`src/rtl/core/pcmr_pkg.sv`:
```
// pcmr_pkg: shared constants for the pcm channel remapper
// register indexes, reset values, comparison widths
// no dependencies
package pcmr_pkg;

    // parameter defaults
    localparam int SAMPLE_BITS_DEF  = 32;
    localparam int MAX_CHANNELS_DEF = 8;

    // channel map layout
    localparam int         MAP_SLOTS   = 8;
    localparam int         SLOT_BITS   = 4;
    localparam int         MAP_BITS    = MAP_SLOTS * SLOT_BITS;
    localparam logic [3:0] SLOT_ABSENT = 4'hF;

    // count, position and compare widths
    localparam int COUNT_BITS = 4;
    localparam int POS_BITS   = 3;
    localparam int CMP_BITS   = 5;

    // configuration register indexes
    localparam int         CFG_INDEX_BITS      = 2;
    localparam logic [1:0] CFG_SOURCE_CHANNELS = 2'd0;
    localparam logic [1:0] CFG_TARGET_CHANNELS = 2'd1;
    localparam logic [1:0] CFG_CHANNEL_MAP     = 2'd2;
    localparam int         CFG_DATA_BITS       = 32;

    // register reset values
    localparam logic [3:0]  SOURCE_CHANNELS_RST = 4'd2;
    localparam logic [3:0]  TARGET_CHANNELS_RST = 4'd2;
    localparam logic [31:0] CHANNEL_MAP_RST     = 32'h7654_3210;

endpackage

```
`src/rtl/core/pcmr_ram.sv`:
```
// pcmr_ram: generic simple dual-port ram, one write and one read port
// read data registered, held while rd_en is low
// no dependencies
module pcmr_ram #(
    parameter int WIDTH = 32,
    parameter int DEPTH = 16
) (
    input  logic                     clk,
    input  logic                     wr_en,
    input  logic [$clog2(DEPTH)-1:0] wr_addr,
    input  logic [WIDTH-1:0]         wr_data,
    input  logic                     rd_en,
    input  logic [$clog2(DEPTH)-1:0] rd_addr,
    output logic [WIDTH-1:0]         rd_data
);

    logic [WIDTH-1:0] mem_reg [DEPTH];
    logic [WIDTH-1:0] rd_data_reg;

    always_ff @(posedge clk)
    begin
        if (wr_en)
        begin
            mem_reg[wr_addr] <= wr_data;
        end
        if (rd_en)
        begin
            rd_data_reg <= mem_reg[rd_addr];
        end
    end

    assign rd_data = rd_data_reg;

endmodule

```
`src/rtl/core/pcm_channel_remapper.sv`:
```
// pcm_channel_remapper: gathers interleaved pcm samples into frames and
// emits them reordered by a channel map
// depends on pcmr_pkg and pcmr_ram
//
//   channel  | direction | handshake            | payload
//   ---------+-----------+----------------------+--------------------------
//   in       | input     | in_valid / in_stall  | sample
//   out      | output    | out_valid / out_stall| out_sample, frame_last
//   cfg      | input     | cfg_valid / cfg_ready| cfg_index, cfg_data
//
// intake takes one sample beat per cycle, written into one bank of a
// ping-pong frame store; emission reads the other bank through the single
// ram read port, one result beat per cycle while out_stall is low. the
// sample that completes a frame stalls while the previous frame's emission
// is still issuing reads. reset clears control state only; the store
// needs no clearing pass.
module pcm_channel_remapper #(
    parameter int SAMPLE_BITS  = pcmr_pkg::SAMPLE_BITS_DEF,
    parameter int MAX_CHANNELS = pcmr_pkg::MAX_CHANNELS_DEF
) (
    input  logic                                clk,
    input  logic                                rst_n,
    // sample intake
    input  logic                                in_valid,
    output logic                                in_stall,
    input  logic [SAMPLE_BITS-1:0]              sample,
    // remapped output
    output logic                                out_valid,
    input  logic                                out_stall,
    output logic [SAMPLE_BITS-1:0]              out_sample,
    output logic                                frame_last,
    // configuration writes
    input  logic                                cfg_valid,
    output logic                                cfg_ready,
    input  logic [pcmr_pkg::CFG_INDEX_BITS-1:0] cfg_index,
    input  logic [pcmr_pkg::CFG_DATA_BITS-1:0]  cfg_data
);

    localparam int AW       = $clog2(MAX_CHANNELS);
    localparam int CW       = pcmr_pkg::CMP_BITS;
    localparam int PW       = pcmr_pkg::POS_BITS;
    localparam int SW       = pcmr_pkg::SLOT_BITS;
    localparam int TMAX     = (MAX_CHANNELS < pcmr_pkg::MAP_SLOTS) ?
                              MAX_CHANNELS : pcmr_pkg::MAP_SLOTS;
    localparam int KW       = $clog2(pcmr_pkg::MAP_SLOTS);

    // configuration registers
    logic [pcmr_pkg::COUNT_BITS-1:0] source_channels_reg;
    logic [pcmr_pkg::COUNT_BITS-1:0] target_channels_reg;
    logic [pcmr_pkg::MAP_BITS-1:0]   channel_map_reg;

    // intake side
    logic [PW-1:0] pos_reg, pos_next;
    logic          bank_wr_reg, bank_wr_next;

    // emission side, registers captured when a frame completes
    logic                          emit_busy_reg, emit_busy_next;
    logic                          emit_bank_reg, emit_bank_next;
    logic [KW-1:0]                 emit_k_reg, emit_k_next;
    logic [CW-1:0]                 emit_nsc_reg, emit_nsc_next;
    logic [CW-1:0]                 emit_ntc_reg, emit_ntc_next;
    logic [pcmr_pkg::MAP_BITS-1:0] emit_map_reg, emit_map_next;

    // read stage and output register
    logic                   rd_valid_reg, rd_valid_next;
    logic                   rd_zero_reg, rd_zero_next;
    logic                   rd_last_reg, rd_last_next;
    logic                   out_valid_reg, out_valid_next;
    logic [SAMPLE_BITS-1:0] out_sample_reg, out_sample_next;
    logic                   frame_last_reg, frame_last_next;

    // combinational
    logic [CW-1:0]          nsc_now, ntc_now, pos_ext;
    logic                   frame_ends, in_take, start;
    logic                   issue, advance1, slot_zero, slot_last;
    logic [SW-1:0]          slot_src;
    logic [CW-1:0]          src_ext;
    logic [AW+PW-1:0]       pos_wide;
    logic [AW+SW-1:0]       src_wide;
    logic                   wr_en;
    logic [AW:0]            wr_addr, rd_addr;
    logic [SAMPLE_BITS-1:0] rd_data;

    // configuration port, always ready; unknown indexes are dropped
    assign cfg_ready = 1'b1;

    always_ff @(posedge clk or negedge rst_n)
    begin
        if (!rst_n)
        begin
            source_channels_reg <= pcmr_pkg::SOURCE_CHANNELS_RST;
            target_channels_reg <= pcmr_pkg::TARGET_CHANNELS_RST;
            channel_map_reg     <= pcmr_pkg::CHANNEL_MAP_RST;
        end
        else if (cfg_valid && cfg_ready)
        begin
            unique case (cfg_index)
                pcmr_pkg::CFG_SOURCE_CHANNELS:
                    source_channels_reg <= cfg_data[pcmr_pkg::COUNT_BITS-1:0];
                pcmr_pkg::CFG_TARGET_CHANNELS:
                    target_channels_reg <= cfg_data[pcmr_pkg::COUNT_BITS-1:0];
                pcmr_pkg::CFG_CHANNEL_MAP:
                    channel_map_reg <= cfg_data[pcmr_pkg::MAP_BITS-1:0];
                default:
                    ;
            endcase
        end
    end

    // clamped channel counts: zero acts as one, large values saturate
    always_comb
    begin
        if (source_channels_reg == '0)
            nsc_now = CW'(1);
        else if (CW'(source_channels_reg) > CW'(MAX_CHANNELS))
            nsc_now = CW'(MAX_CHANNELS);
        else
            nsc_now = CW'(source_channels_reg);

        if (target_channels_reg == '0)
            ntc_now = CW'(1);
        else if (CW'(target_channels_reg) > CW'(TMAX))
            ntc_now = CW'(TMAX);
        else
            ntc_now = CW'(target_channels_reg);
    end

    // a frame ends on the first sample at or past the last channel, which
    // also covers a count lowered while a frame is partly gathered
    assign pos_ext    = CW'(pos_reg);
    assign frame_ends = (pos_ext + CW'(1)) >= nsc_now;

    // the completing sample waits until the other bank is free
    assign in_stall = frame_ends && emit_busy_reg;
    assign in_take  = in_valid && !in_stall;
    assign start    = in_take && frame_ends;

    // store write into the intake bank
    assign pos_wide = {{AW{1'b0}}, pos_reg};
    assign wr_en    = in_take && (pos_ext < CW'(MAX_CHANNELS));
    assign wr_addr  = {bank_wr_reg, pos_wide[AW-1:0]};

    // slot lookup for the result now being issued
    assign slot_src  = emit_map_reg[{emit_k_reg, 2'b00} +: SW];
    assign src_ext   = CW'(slot_src);
    assign src_wide  = {{AW{1'b0}}, slot_src};
    assign slot_zero = (slot_src == pcmr_pkg::SLOT_ABSENT) ||
                       (src_ext >= emit_nsc_reg) ||
                       (src_ext >= CW'(MAX_CHANNELS));
    assign slot_last = (CW'(emit_k_reg) + CW'(1)) == emit_ntc_reg;
    assign rd_addr   = {emit_bank_reg, src_wide[AW-1:0]};

    // two-entry pipe: read stage then output register
    assign advance1 = rd_valid_reg && (!out_valid_reg || !out_stall);
    assign issue    = emit_busy_reg && (!rd_valid_reg || advance1);

    always_comb
    begin
        pos_next        = pos_reg;
        bank_wr_next    = bank_wr_reg;
        emit_busy_next  = emit_busy_reg;
        emit_bank_next  = emit_bank_reg;
        emit_k_next     = emit_k_reg;
        emit_nsc_next   = emit_nsc_reg;
        emit_ntc_next   = emit_ntc_reg;
        emit_map_next   = emit_map_reg;
        rd_valid_next   = rd_valid_reg;
        rd_zero_next    = rd_zero_reg;
        rd_last_next    = rd_last_reg;
        out_valid_next  = out_valid_reg;
        out_sample_next = out_sample_reg;
        frame_last_next = frame_last_reg;

        // intake position and bank swap
        if (in_take)
        begin
            if (frame_ends)
            begin
                pos_next     = '0;
                bank_wr_next = !bank_wr_reg;
            end
            else
            begin
                pos_next = pos_reg + PW'(1);
            end
        end

        // output register drains, then refills from the read stage
        if (out_valid_reg && !out_stall)
            out_valid_next = 1'b0;
        if (advance1)
        begin
            out_valid_next  = 1'b1;
            out_sample_next = rd_zero_reg ? '0 : rd_data;
            frame_last_next = rd_last_reg;
            rd_valid_next   = 1'b0;
        end

        // issue one read per cycle while emitting and the read stage can move on
        if (issue)
        begin
            rd_valid_next = 1'b1;
            rd_zero_next  = slot_zero;
            rd_last_next  = slot_last;
            emit_k_next   = emit_k_reg + KW'(1);
            if (slot_last)
                emit_busy_next = 1'b0;
        end

        // a completed frame hands its bank to emission, registers sampled now
        if (start)
        begin
            emit_busy_next = 1'b1;
            emit_bank_next = bank_wr_reg;
            emit_k_next    = '0;
            emit_nsc_next  = nsc_now;
            emit_ntc_next  = ntc_now;
            emit_map_next  = channel_map_reg;
        end
    end

    always_ff @(posedge clk or negedge rst_n)
    begin
        if (!rst_n)
        begin
            pos_reg       <= '0;
            bank_wr_reg   <= 1'b0;
            emit_busy_reg <= 1'b0;
            emit_bank_reg <= 1'b1;
            emit_k_reg    <= '0;
            rd_valid_reg  <= 1'b0;
            out_valid_reg <= 1'b0;
        end
        else
        begin
            pos_reg       <= pos_next;
            bank_wr_reg   <= bank_wr_next;
            emit_busy_reg <= emit_busy_next;
            emit_bank_reg <= emit_bank_next;
            emit_k_reg    <= emit_k_next;
            rd_valid_reg  <= rd_valid_next;
            out_valid_reg <= out_valid_next;
        end
    end

    // payload registers, no reset
    always_ff @(posedge clk)
    begin
        emit_nsc_reg   <= emit_nsc_next;
        emit_ntc_reg   <= emit_ntc_next;
        emit_map_reg   <= emit_map_next;
        rd_zero_reg    <= rd_zero_next;
        rd_last_reg    <= rd_last_next;
        out_sample_reg <= out_sample_next;
        frame_last_reg <= frame_last_next;
    end

    // ping-pong frame store, bank in the top address bit
    pcmr_ram #(
        .WIDTH (SAMPLE_BITS),
        .DEPTH (2 * (1 << AW))
    ) u_frame_store (
        .clk     (clk),
        .wr_en   (wr_en),
        .wr_addr (wr_addr),
        .wr_data (sample),
        .rd_en   (issue),
        .rd_addr (rd_addr),
        .rd_data (rd_data)
    );

    assign out_valid  = out_valid_reg;
    assign out_sample = out_sample_reg;
    assign frame_last = frame_last_reg;

`ifndef SYNTHESIS
    // emission never reads the bank that intake is filling
    a_bank_split: assert property (@(posedge clk) disable iff (!rst_n)
        emit_busy_reg |-> (emit_bank_reg != bank_wr_reg))
        else $error("emission bank overlaps intake bank");

    // a waiting read beat keeps its ram data until it moves on;
    // zero slots ignore the data, which may come from an unwritten entry
    a_read_hold: assert property (@(posedge clk) disable iff (!rst_n)
        (rd_valid_reg && !advance1) |=>
            (rd_valid_reg && (rd_zero_reg || $stable(rd_data))))
        else $error("read stage lost its data");

    // a frame's last result ends the issuing run unless a new frame starts
    a_last_ends: assert property (@(posedge clk) disable iff (!rst_n)
        (issue && slot_last && !start) |=> !emit_busy_reg)
        else $error("emission continued past the last slot");
`endif

endmodule

```
`config.mk`:
```
export PLATFORM = sky130hd
export DESIGN_NAME = pcm_channel_remapper
export DESIGN_NICKNAME = d
export VERILOG_FILES = /design/src/rtl/core/pcmr_pkg.sv /design/src/rtl/core/pcmr_ram.sv /design/src/rtl/core/pcm_channel_remapper.sv
export SDC_FILE = /design/constraint.sdc
export NUM_CORES = 1
export LEC_CHECK = 0
export BUFFER_PORTS_ARGS = -buffer_cell sky130_fd_sc_hd__buf_4
export CAP_MARGIN = 20
export CORE_MARGIN = 5
export CORE_UTILIZATION = 55
export CTS_CLUSTER_DIAMETER = 30
export CTS_CLUSTER_SIZE = 28
export DETAILED_ROUTE_END_ITERATION = 6
export GPL_TIMING_DRIVEN = 0
export PLACE_DENSITY_LB_ADDON = 0.12
export SYNTH_ARGS = -nofsm -noshare
export SYNTH_HDL_FRONTEND = slang
export SYNTH_SLANG_ARGS = --single-unit
```
`constraint.sdc`:
```
create_clock -name clk -period 6.3 [get_ports clk]
set_clock_uncertainty 0.2 [all_clocks]
set_input_delay 1.26 -clock clk [delete_from_list [all_inputs] [get_ports clk]]
set_output_delay 1.26 -clock clk [all_outputs]
set_load 0.05 [all_outputs]
```
# [Yosys cells after proc, flatten, opt, wreduce, memory -nomap -nowiden]
# Memory sizes are Yosys's and may differ from the RTL's. A register that Yosys moved wholly into a read port is not among the register bits.
# Index checks and enable logic that the tools add are counted.
[word_totals] regBits=128 ram_bits=512 input_bits=71 out_inout_bits=36 memories=1
[classes] add_sub_neg=4 magnitude_cmp=6 eq_ne=4 shifts=1 muxes=15 n_reduce_logical=29
[mem_list] memory="u_frame_store.mem_reg" words=16 word_bits=32 read_ports=1 rd_clocked_by_memory_dff=1 write_ports=1 line_no="pcmr_ram.sv:17" text="logic [WIDTH-1:0] mem_reg [DEPTH];"
[ops] op="$shiftx A32 B6 Y4" n=1
[ops] op="$mux W4" n=3
[ops] op="$ge A4 B5 Y1" n=2
[ops] op="$reduce_and A2 Y1" n=5
[ops] op="$mux W1" n=9
[ops] op="$mux W3" n=3
[ops] op="$add A3 B1 Y4 const B" n=2
[ops] op="$gt A4 B4 Y1 const B" n=2
[ops] op="$logic_not A4 Y1" n=2
[ops] op="$reduce_bool A2 Y1" n=4
[ops] op="$logic_and A1 B1 Y1" n=7
[ops] op="$add A3 B1 Y3 const B" n=2
[ops] op="$eq A4 B5 Y1" n=1
[ops] op="$logic_not A1 Y1" n=5
[ops] op="$eq A4 B4 Y1 const B" n=1
[ops] op="$ge A4 B4 Y1 const B" n=1
[ops] op="$logic_or A1 B1 Y1" n=4
[ops] op="$lt A3 B4 Y1 const B" n=1
[ops] op="$eq A2 B1 Y1 const B" n=1
[ops] op="$eq A2 B2 Y1 const B" n=1
[ops] op="$logic_not A2 Y1" n=1
[ops] op="$reduce_or A2 Y1" n=1

# [Logic depth before layout (Yosys ltp)]
# Gate-level depths: netlist of run 1.
[logic_depth] depth_word=10 depth_mapped=10 depth_no_buf=10

# [Cells and area by module]
# From an unflattened synthesis of run 1, not the netlist that was laid out.
[hier_totals] cells_unflattened=1142 area_unflattened_um2=25225.4
[modules_own_cells] module="pcmr_ram" instances=1 cells_per_inst=838 area_each_um2=20174.3
[modules_own_cells] module="pcm_channel_remapper" instances=1 cells_per_inst=304 area_each_um2=5051.1

# [Least setup slack after synthesis of run 1]
# OpenSTA, ideal clock, no wires.
[synth_timing] path_kind="register -> register" startpoint="register source_channels_reg[1] in the netlist's numbering" endpoint="memory u_frame_store.mem_reg[7][0] (enable)" t_arrival_ps=5418 t_required_ps=5587 setup_slack_ps=169 stages_incl_launch_ff=11 n_path_buf=0 period_less_slack_ps=6131 path_cell_list="dfstp_2 -> nor2_1 -> nor2_1 -> nor2_1 -> ha_1 -> nand2b_1 -> a21o_1 -> a21o_1 -> a21oi_1 -> o21ai_1 -> nor4b_1"
[synth_between] elab_chain_len=10
[synth_rtl] item="from (decl)" line_no="pcm_channel_remapper.sv:48" text="logic [pcmr_pkg::COUNT_BITS-1:0] source_channels_reg;"
[synth_rtl] item="from (signal assigned)" line_no="pcm_channel_remapper.sv:91" text="source_channels_reg <= pcmr_pkg::SOURCE_CHANNELS_RST;"
[synth_rtl] item="from (signal assigned)" line_no="pcm_channel_remapper.sv:99" text="source_channels_reg <= cfg_data[pcmr_pkg::COUNT_BITS-1:0];"
[synth_rtl] item="$gt A4 B4 Y1" line_no="pcm_channel_remapper.sv:115" text="else if (CW'(source_channels_reg) > CW'(MAX_CHANNELS))"
[synth_rtl] item="$mux W4" line_no="pcm_channel_remapper.sv:115"
[synth_rtl] item="$mux W4 *" line_no="pcm_channel_remapper.sv:113" text="if (source_channels_reg == '0)"
[synth_rtl] item="named net nsc_now[0]" line_no="pcm_channel_remapper.sv:73" text="logic [CW-1:0] nsc_now, ntc_now, pos_ext;"
[synth_rtl] item="$ge A4 B5 Y1 *" line_no="pcm_channel_remapper.sv:131" text="assign frame_ends = (pos_ext + CW'(1)) >= nsc_now;"
[synth_rtl] item="$logic_and A1 B1 Y1 *" line_no="pcm_channel_remapper.sv:134" text="assign in_stall = frame_ends && emit_busy_reg;"
[synth_rtl] item="$logic_not A1 Y1 *" line_no="pcm_channel_remapper.sv:135" text="assign in_take = in_valid && !in_stall;"
[synth_rtl] item="$logic_and A1 B1 Y1 *" line_no="pcm_channel_remapper.sv:135"
[synth_rtl] item="$logic_and A1 B1 Y1 *" line_no="pcm_channel_remapper.sv:140" text="assign wr_en = in_take && (pos_ext < CW'(MAX_CHANNELS));"
[synth_rtl] item="$mux W1 *" line_no="pcmr_ram.sv:22" text="if (wr_en)"
[synth_rtl] item="$mux W1 (not written as such) *" line_no="pcmr_ram.sv:24" text="mem_reg[wr_addr] <= wr_data;"
[synth_rtl] item="to (decl)" line_no="pcmr_ram.sv:17"
# Mark *: on every way through the listed nets, which the timed path passes. The rest lies on a longest branch.

# [Worst setup path in the final report of run 1]
[layout_timing] startpoint="register pos_reg[0]" endpoint="memory u_frame_store.mem_reg[3][14] (enable)"
[layout_between] elab_chain_len=8
[layout_rtl] item="from (decl)" line_no="pcm_channel_remapper.sv:53" text="logic [PW-1:0] pos_reg, pos_next;"
[layout_rtl] item="from (signal assigned)" line_no="pcm_channel_remapper.sv:236" text="pos_reg <= pos_next;"
[layout_rtl] item="$add A3 B1 Y4" line_no="pcm_channel_remapper.sv:131"
[layout_rtl] item="$ge A4 B5 Y1" line_no="pcm_channel_remapper.sv:131"
[layout_rtl] item="$logic_and A1 B1 Y1" line_no="pcm_channel_remapper.sv:134"
[layout_rtl] item="$logic_not A1 Y1" line_no="pcm_channel_remapper.sv:135"
[layout_rtl] item="$logic_and A1 B1 Y1" line_no="pcm_channel_remapper.sv:135"
[layout_rtl] item="$logic_and A1 B1 Y1" line_no="pcm_channel_remapper.sv:140"
[layout_rtl] item="$mux W1" line_no="pcmr_ram.sv:22"
[layout_rtl] item="$mux W1 (not written as such)" line_no="pcmr_ram.sv:24"
# Several ways; a longest one is shown, not always the timed one.

==> flow_metrics.env, run 1 <==
export IMPL_routed_wl_um=62500
export IMPL_placed_area_mm2=0.0286
export IMPL_yosysTopAreaCellShare_pct=70.5
export IMPL_hold_viol=0
export IMPL_firstDrtPassIters=5
export IMPL_post_route_min_period_ps=4540
export IMPL_synth_seq_cells=670
export IMPL_yosysUniqueCellTypes=42
export IMPL_rsz0062_at_grt="false"
export IMPL_met3_usage_pct=4.57
export IMPL_design_area_mm2=0.0328
export IMPL_layout_drive_gt1_share_pct=30.7
export IMPL_worstSetupEndpointType="flip-flop"
export IMPL_yosysTopAreaCell="edfxtp_1"
export IMPL_ctsHoldBuffers=0
export IMPL_syn_inst=1493
export IMPL_areaGrowthSynthToFinish_pct=24.3
export IMPL_post_drt_wl_per_cell_um=25.1
export IMPL_numCtsBuffers=121
export IMPL_syn_cell_area_mm2=0.0264
export IMPL_slew_headroom_pct=32.9
export IMPL_setup_viol=0
export IMPL_die_width_um=229
export IMPL_port_buffer_count=105
export IMPL_grt_util_all_layers_pct=23.7
export IMPL_cp_data_required_time_ps=6440
export IMPL_globalplace_congestion=0.782
export IMPL_crit_arrival_ps=4680
export IMPL_yosysSeqAreaShare_pct=75.4
export IMPL_num_nets_final=1859
export IMPL_ant_nets=0
export IMPL_num_antenna_cells=0
export IMPL_hpwlAfterDp_um=39200
export IMPL_fp_row_count=80
export IMPL_postCtsSetupBuffers=0
export IMPL_cts_root_buf="clkbuf_16"
export IMPL_antenna_found_initial=1
export IMPL_gr_usage_met2_pct=39.3
export IMPL_insertion_delay_ps=650
export IMPL_grt_max_degree=52
export IMPL_drc=0
export IMPL_yosysMostFrequentCell="edfxtp_1"
export IMPL_vias=14500
export IMPL_dieArea_mm2=0.0524
export IMPL_hp_class="reg -> reg"
export IMPL_die_h_um=229
export IMPL_grt_overflow_total=0
export IMPL_drt_iter0_drc=1254
export IMPL_avgSynthCellArea_um2=17.7
export IMPL_start_util_pct=55.4
export IMPL_crit_type="reg -> reg"
export IMPL_status="finished, final reports clean"
export IMPL_grt_busiest_layer="met2"
export IMPL_powerDensity_mw_per_mm2=569
export IMPL_ys_warn_count=0
export IMPL_synth_edf_count=619
export IMPL_ir_drop_mv=0.373
export IMPL_clock_sinks=670
export IMPL_h_tree_depth=3
export IMPL_leakagePower_uw=0.0118
export IMPL_crit_path_max_fanout=9
export IMPL_fin_crit_sh_pct=72.1
export IMPL_grt_pass1_wl_um=92800
export IMPL_synth_ff_type="edfxtp_1"
export IMPL_largest_reg_flops=512
export IMPL_use_met1_pct=32.2
export IMPL_cts_clk_slew_worst_paths_ps=50
export IMPL_hold_slack_ps=236
export IMPL_post_cts_resize_count=0
export IMPL_fmax_mhz=220
export IMPL_vias_per_cell=5.81
export IMPL_cts_buffer_depth=3
export IMPL_synthTopCellsByArea="edfxtp_1, mux2_2, mux2i_1"
export IMPL_synth_nets=1577
export IMPL_worst_pin_slew_ps=1000
export IMPL_synthTopCellsByCount="edfxtp_1, nand2_1, mux2_2, mux2i_1, o211ai_1"
export IMPL_core_region_area_mm2=0.0475
export IMPL_n_fill_cell=3094
export IMPL_tns_ps=0
export IMPL_drv_cap=0
export IMPL_finalMaxSlewViolations=0
export IMPL_async_reset_ff_share_pct=7.61
export IMPL_grt_pass1_vias=15000
export IMPL_io_pins=107
export IMPL_start_kind="flip-flop"
export IMPL_cts_tree="yes"
[layout make-up]
class	count	area, um2	area share (%)
Clock inverter	81	983	3.00
Buffer	85	493	1.50
Clock buffer	145	3200	9.78
Sequential cell	670	19900	60.7
Timing Repair Buffer	159	1370	4.19
Tap cell	615	769	2.35
Inverter	16	60.1	0.183
Multi-Input combinational cell	722	6000	18.3
[power breakdown]
part | internal, uW | total (uW) | switching, uW
Combinational | 2150 | 6110 | 3960
Clock | 4480 | 6570 | 2090
Sequential | 5770 | 5960 | 190
Total | 12400 | 18600 | 6240
[critical path, stage by stage (launching register included)]
cell and delay (ps):
dfrtp_1 420, inv_1 130, ha_1 350, ha_1 290, a21o_1 160, a21o_1 170, a21oi_1 520, o21ai_1 440
nor4b_2 930, buf_6 240, buf_4 190, buf_4 190
[routing by layer]
| metal | share of wire, % | routed length [um] |
|---|---|---|
| met5 | 0.021 | 13 |
| met1 | 42 | 26000 |
| met2 | 49 | 30800 |
| met4 | 2.4 | 1520 |
| met3 | 6.6 | 4110 |
[layout by cell type (no fill, tap or decap), types with 3 or more instances in the layout]
master      netlist  layout
edfxtp_1        619     619
buf_4            18     160
nand2_1         139     139
mux2_2          137     137
mux2i_1         131     131
o211ai_1        128     128
clkbuf_16         0     125
clkbuf_1         31      51
dfrtp_1          36      36
nor2b_1          35      35
mux2_1           32      32
nand4_1          32      32
buf_2            25      25
bufinv_16         0      22
clkinv_2          0      21
clkinv_1          0      21
inv_1            16      15
dfstp_2          15      15
buf_6            10      14
ha_1             13      13
nor2_1           11      11
mux4_2            8       8
and4_2            0       8
clkinvlp_4        0       8
buf_12            0       8
xor2_1            7       7
a21o_1            6       6
nor4_2            0       6
inv_6             0       6
nor3_1            3       3
nand3_1           3       3
o21ai_0           3       3
clkinv_4          0       3
buf_8             0       3
[cell families after synthesis]
logic type	count (synthesis)	share of synthesized area, %
DFF	670	75.4
muxes	309	13.0
and+or+nand+nor	246	4.52
AOI/OAI and AO/OA	145	4.08
buffers and inverters	101	2.10
adders and majority gates	13	0.617
xor gates and xnor gates	8	0.266
other	1	0.0142
[path summary, 6_finish.rpt]
| path | from | endpoint | slack (ps) | cells after the start |
|---|---|---|---|---|
| setup / recovery | pos_reg[0] | u_frame_store.mem_reg[3][14] | 1760 | 11 |
| hold / removal | channel_map_reg[3] | emit_map_reg[3] | 240 | 0 |
| setup reg to reg | pos_reg[0] | u_frame_store.mem_reg[3][14] | 1760 | 11 |
| hold reg to reg | channel_map_reg[3] | emit_map_reg[3] | 240 | 0 |
| max in group asynchronous | rst_n | channel_map_reg[5] | 4990 | 1 |
| min in group asynchronous | rst_n | source_channels_reg[2] | 450 | 1 |
[stage by stage]
stage	worst slack (ps)	power, uW	util, %	std cells
3_5_place_dp	1750	12100	60.1	2267
5_1_grt	1490	19400	68.9	2493
2_1_floorplan	169	9930	-	1493
6_report	1760	18600	68.9	2493
3_3_place_gp	-3970	12000	58.7	2213
4_1_cts	1730	18800	68.9	2493
No activity file was read; power rests on OpenSTA's default activity.
==> run 2: changes to the inputs <==
Settings changed: CORE_UTILIZATION 55 to 61.
Clock period 6.3 ns to 4.2 ns, I/O delays scaled along.
==> run 2 against run 1 <==
  * Sequential power increased by 50%
  * Worst hold slack got worse by 210 ps
  * Utilization increased by 7.4 points
  * Combinational power increased by 52%
  * Count of clock-buffer cells in the layout decreased by 7
  * Maximum frequency increased by 15%
  * Power increased by 49%
  * Largest cell class unchanged
==> flow_metrics.env, run 2 (synthesis results as in run 1) <==
export IMPL_met3_length_um=5310
export IMPL_grt_overflow_total=0
export IMPL_h_tree_depth=3
export IMPL_antenna_found_initial=2
export IMPL_port_buffer_count=105
export IMPL_clock_sinks=670
export IMPL_r2r_slack_ps=260
export IMPL_setup_viol=0
export IMPL_hp_class="in -> async"
export IMPL_status="finished, final reports clean"
export IMPL_top_layer="met5"
export IMPL_numCtsBuffers=119
export IMPL_reg2regPathDepth=10
export IMPL_vias=14800
export IMPL_rsz0062_at_grt="false"
export IMPL_hpwlAfterDp_um=39100
export IMPL_globalplace_congestion=0.795
export IMPL_layout_drive_gt1_share_pct=31.2
export IMPL_most_common_layout_cells="edfxtp_1, nand2_1, mux2_2, buf_4, mux2i_1"
export IMPL_cts_tree="yes"
export IMPL_routed_wl_um=62600
export IMPL_grt_pass1_vias=15500
export IMPL_finalMaxSlewViolations=0
export IMPL_cts_buffer_depth=3
export IMPL_utilization_pct=76.3
export IMPL_insertion_delay_ps=650
export IMPL_grt_max_degree=52
export IMPL_vias_per_cell=6.02
export IMPL_worstReg2RegEnd="rd_zero_reg"
export IMPL_drt_iter0_drc=1737
export IMPL_start_util_pct=61.5
export IMPL_cts_root_buf="clkbuf_16"
export IMPL_die_h_um=218
export IMPL_post_route_min_period_ps=3940
export IMPL_crit_path_max_fanout=10
export IMPL_leakagePower_uw=0.0118
export IMPL_fp_row_count=76
export IMPL_ant_nets=0
export IMPL_layout_commonest_cell="edfxtp_1"
export IMPL_ir_drop_mv=0.660
export IMPL_worst_pin_slew_ps=1050
export IMPL_hold_slack_ps=24.9
export IMPL_grt_util_all_layers_pct=26.5
export IMPL_post_drt_wl_per_cell_um=25.5
export IMPL_fmax_mhz=254
export IMPL_dieArea_mm2=0.0475
export IMPL_largest_reg_flops=512
export IMPL_crit_type="reg -> reg"
export IMPL_drv_cap=0
export IMPL_grt_pass1_wl_um=93600
export IMPL_hold_viol=0
export IMPL_start_kind="flip-flop"
export IMPL_areaGrowthSynthToFinish_pct=24.2
export IMPL_drt_met1_wl_um=24700
export IMPL_io_pins=107
export IMPL_slew_headroom_pct=30.1
export IMPL_drc=0
export IMPL_cp_data_required_time_ps=4390
export IMPL_n_fill_cell=2370
export IMPL_core_region_area_mm2=0.0429
export IMPL_crit_arrival_ps=4130
export IMPL_r2r_start="emit_k_reg[2]"
export IMPL_cts_clk_slew_worst_paths_ps=50
export IMPL_wl_met2_um=30900
export IMPL_powerDensity_mw_per_mm2=847
export IMPL_num_nets_final=1850
export IMPL_die_width_um=218
export IMPL_worstSetupEndpointType="flip-flop"
export IMPL_firstDrtPassIters=5
export IMPL_fin_crit_sh_pct=93.9
run 2: worst max path at each step:
stage	from	endpoint	slack (ps)	cells past startpoint
5_1_grt	emit_k_reg[2]	rd_zero_reg	150	10
3_5_place_dp	pos_reg[2]	u_frame_store.mem_reg[2][19]	-160	10
3_3_place_gp	source_channels_reg[1]	u_frame_store.mem_reg[3][15]	-2820	10
2_1_floorplan	source_channels_reg[1]	u_frame_store.mem_reg[3][0]	-430	10
6_report	emit_k_reg[2]	rd_zero_reg	260	10
4_1_cts	emit_k_reg[2]	rd_zero_reg	40	10
run 2: layer usage:
layer	GRT usage, %	vias up
li1	-	6438
met1	36.3	7515
met2	43.4	719
met3	5.36	106
met4	9.13	2
met5	0	-
run 2: final cells by class:
cell class / count / area, um2 / share of cell area, %
Sequential cell: 670 / 19900 / 60.7
Multi-Input combinational cell: 722 / 6080 / 18.6
Clock buffer: 138 / 3060 / 9.35
Timing Repair Buffer: 152 / 1460 / 4.45
Clock inverter: 87 / 966 / 2.95
Tap cell: 585 / 732 / 2.24
Buffer: 85 / 494 / 1.51
Inverter: 16 / 60.1 / 0.183
Antenna cell: 1 / 2.50 / 0.00765
run 2: power by group:
part	internal, uW	switching (uW)
logic	3270	6010
registers	8660	292
clock network	6220	3270
total	18100	9570
run 2: through the flow:
| step | TNS [ps] | setup slack, ps | std cells | cell area (um2) | total power (uW) |
|---|---|---|---|---|---|
| floorplan | -102800 | -432 | 1493 | 26400 | 14900 |
| global placement | -825830 | -2820 | 2183 | 27900 | 17800 |
| detailed placement | -2310 | -165 | 2219 | 28600 | 18200 |
| CTS | 0 | 40.7 | 2450 | 32700 | 27800 |
| global route | 0 | 149 | 2456 | 32700 | 28800 |
| finish | 0 | 257 | 2456 | 32700 | 27700 |
run 2: critical path: stages, from the launching register on:
cell,delay [ps]
dfrtp_1,310
clkbuf_1,520
mux4_2,420
mux2i_2,440
buf_2,400
buf_2,350
inv_1,80
ha_1,280
a21o_1,160
a21o_1,190
a211o_1,320
run 2: timing repair:
action                                  CTS  global route
pin swaps                                 3             2
buffers inserted                          6             5
hold buffers                              0             0
endpoints found under the setup margin   33            47
gates resized for setup                   1             2
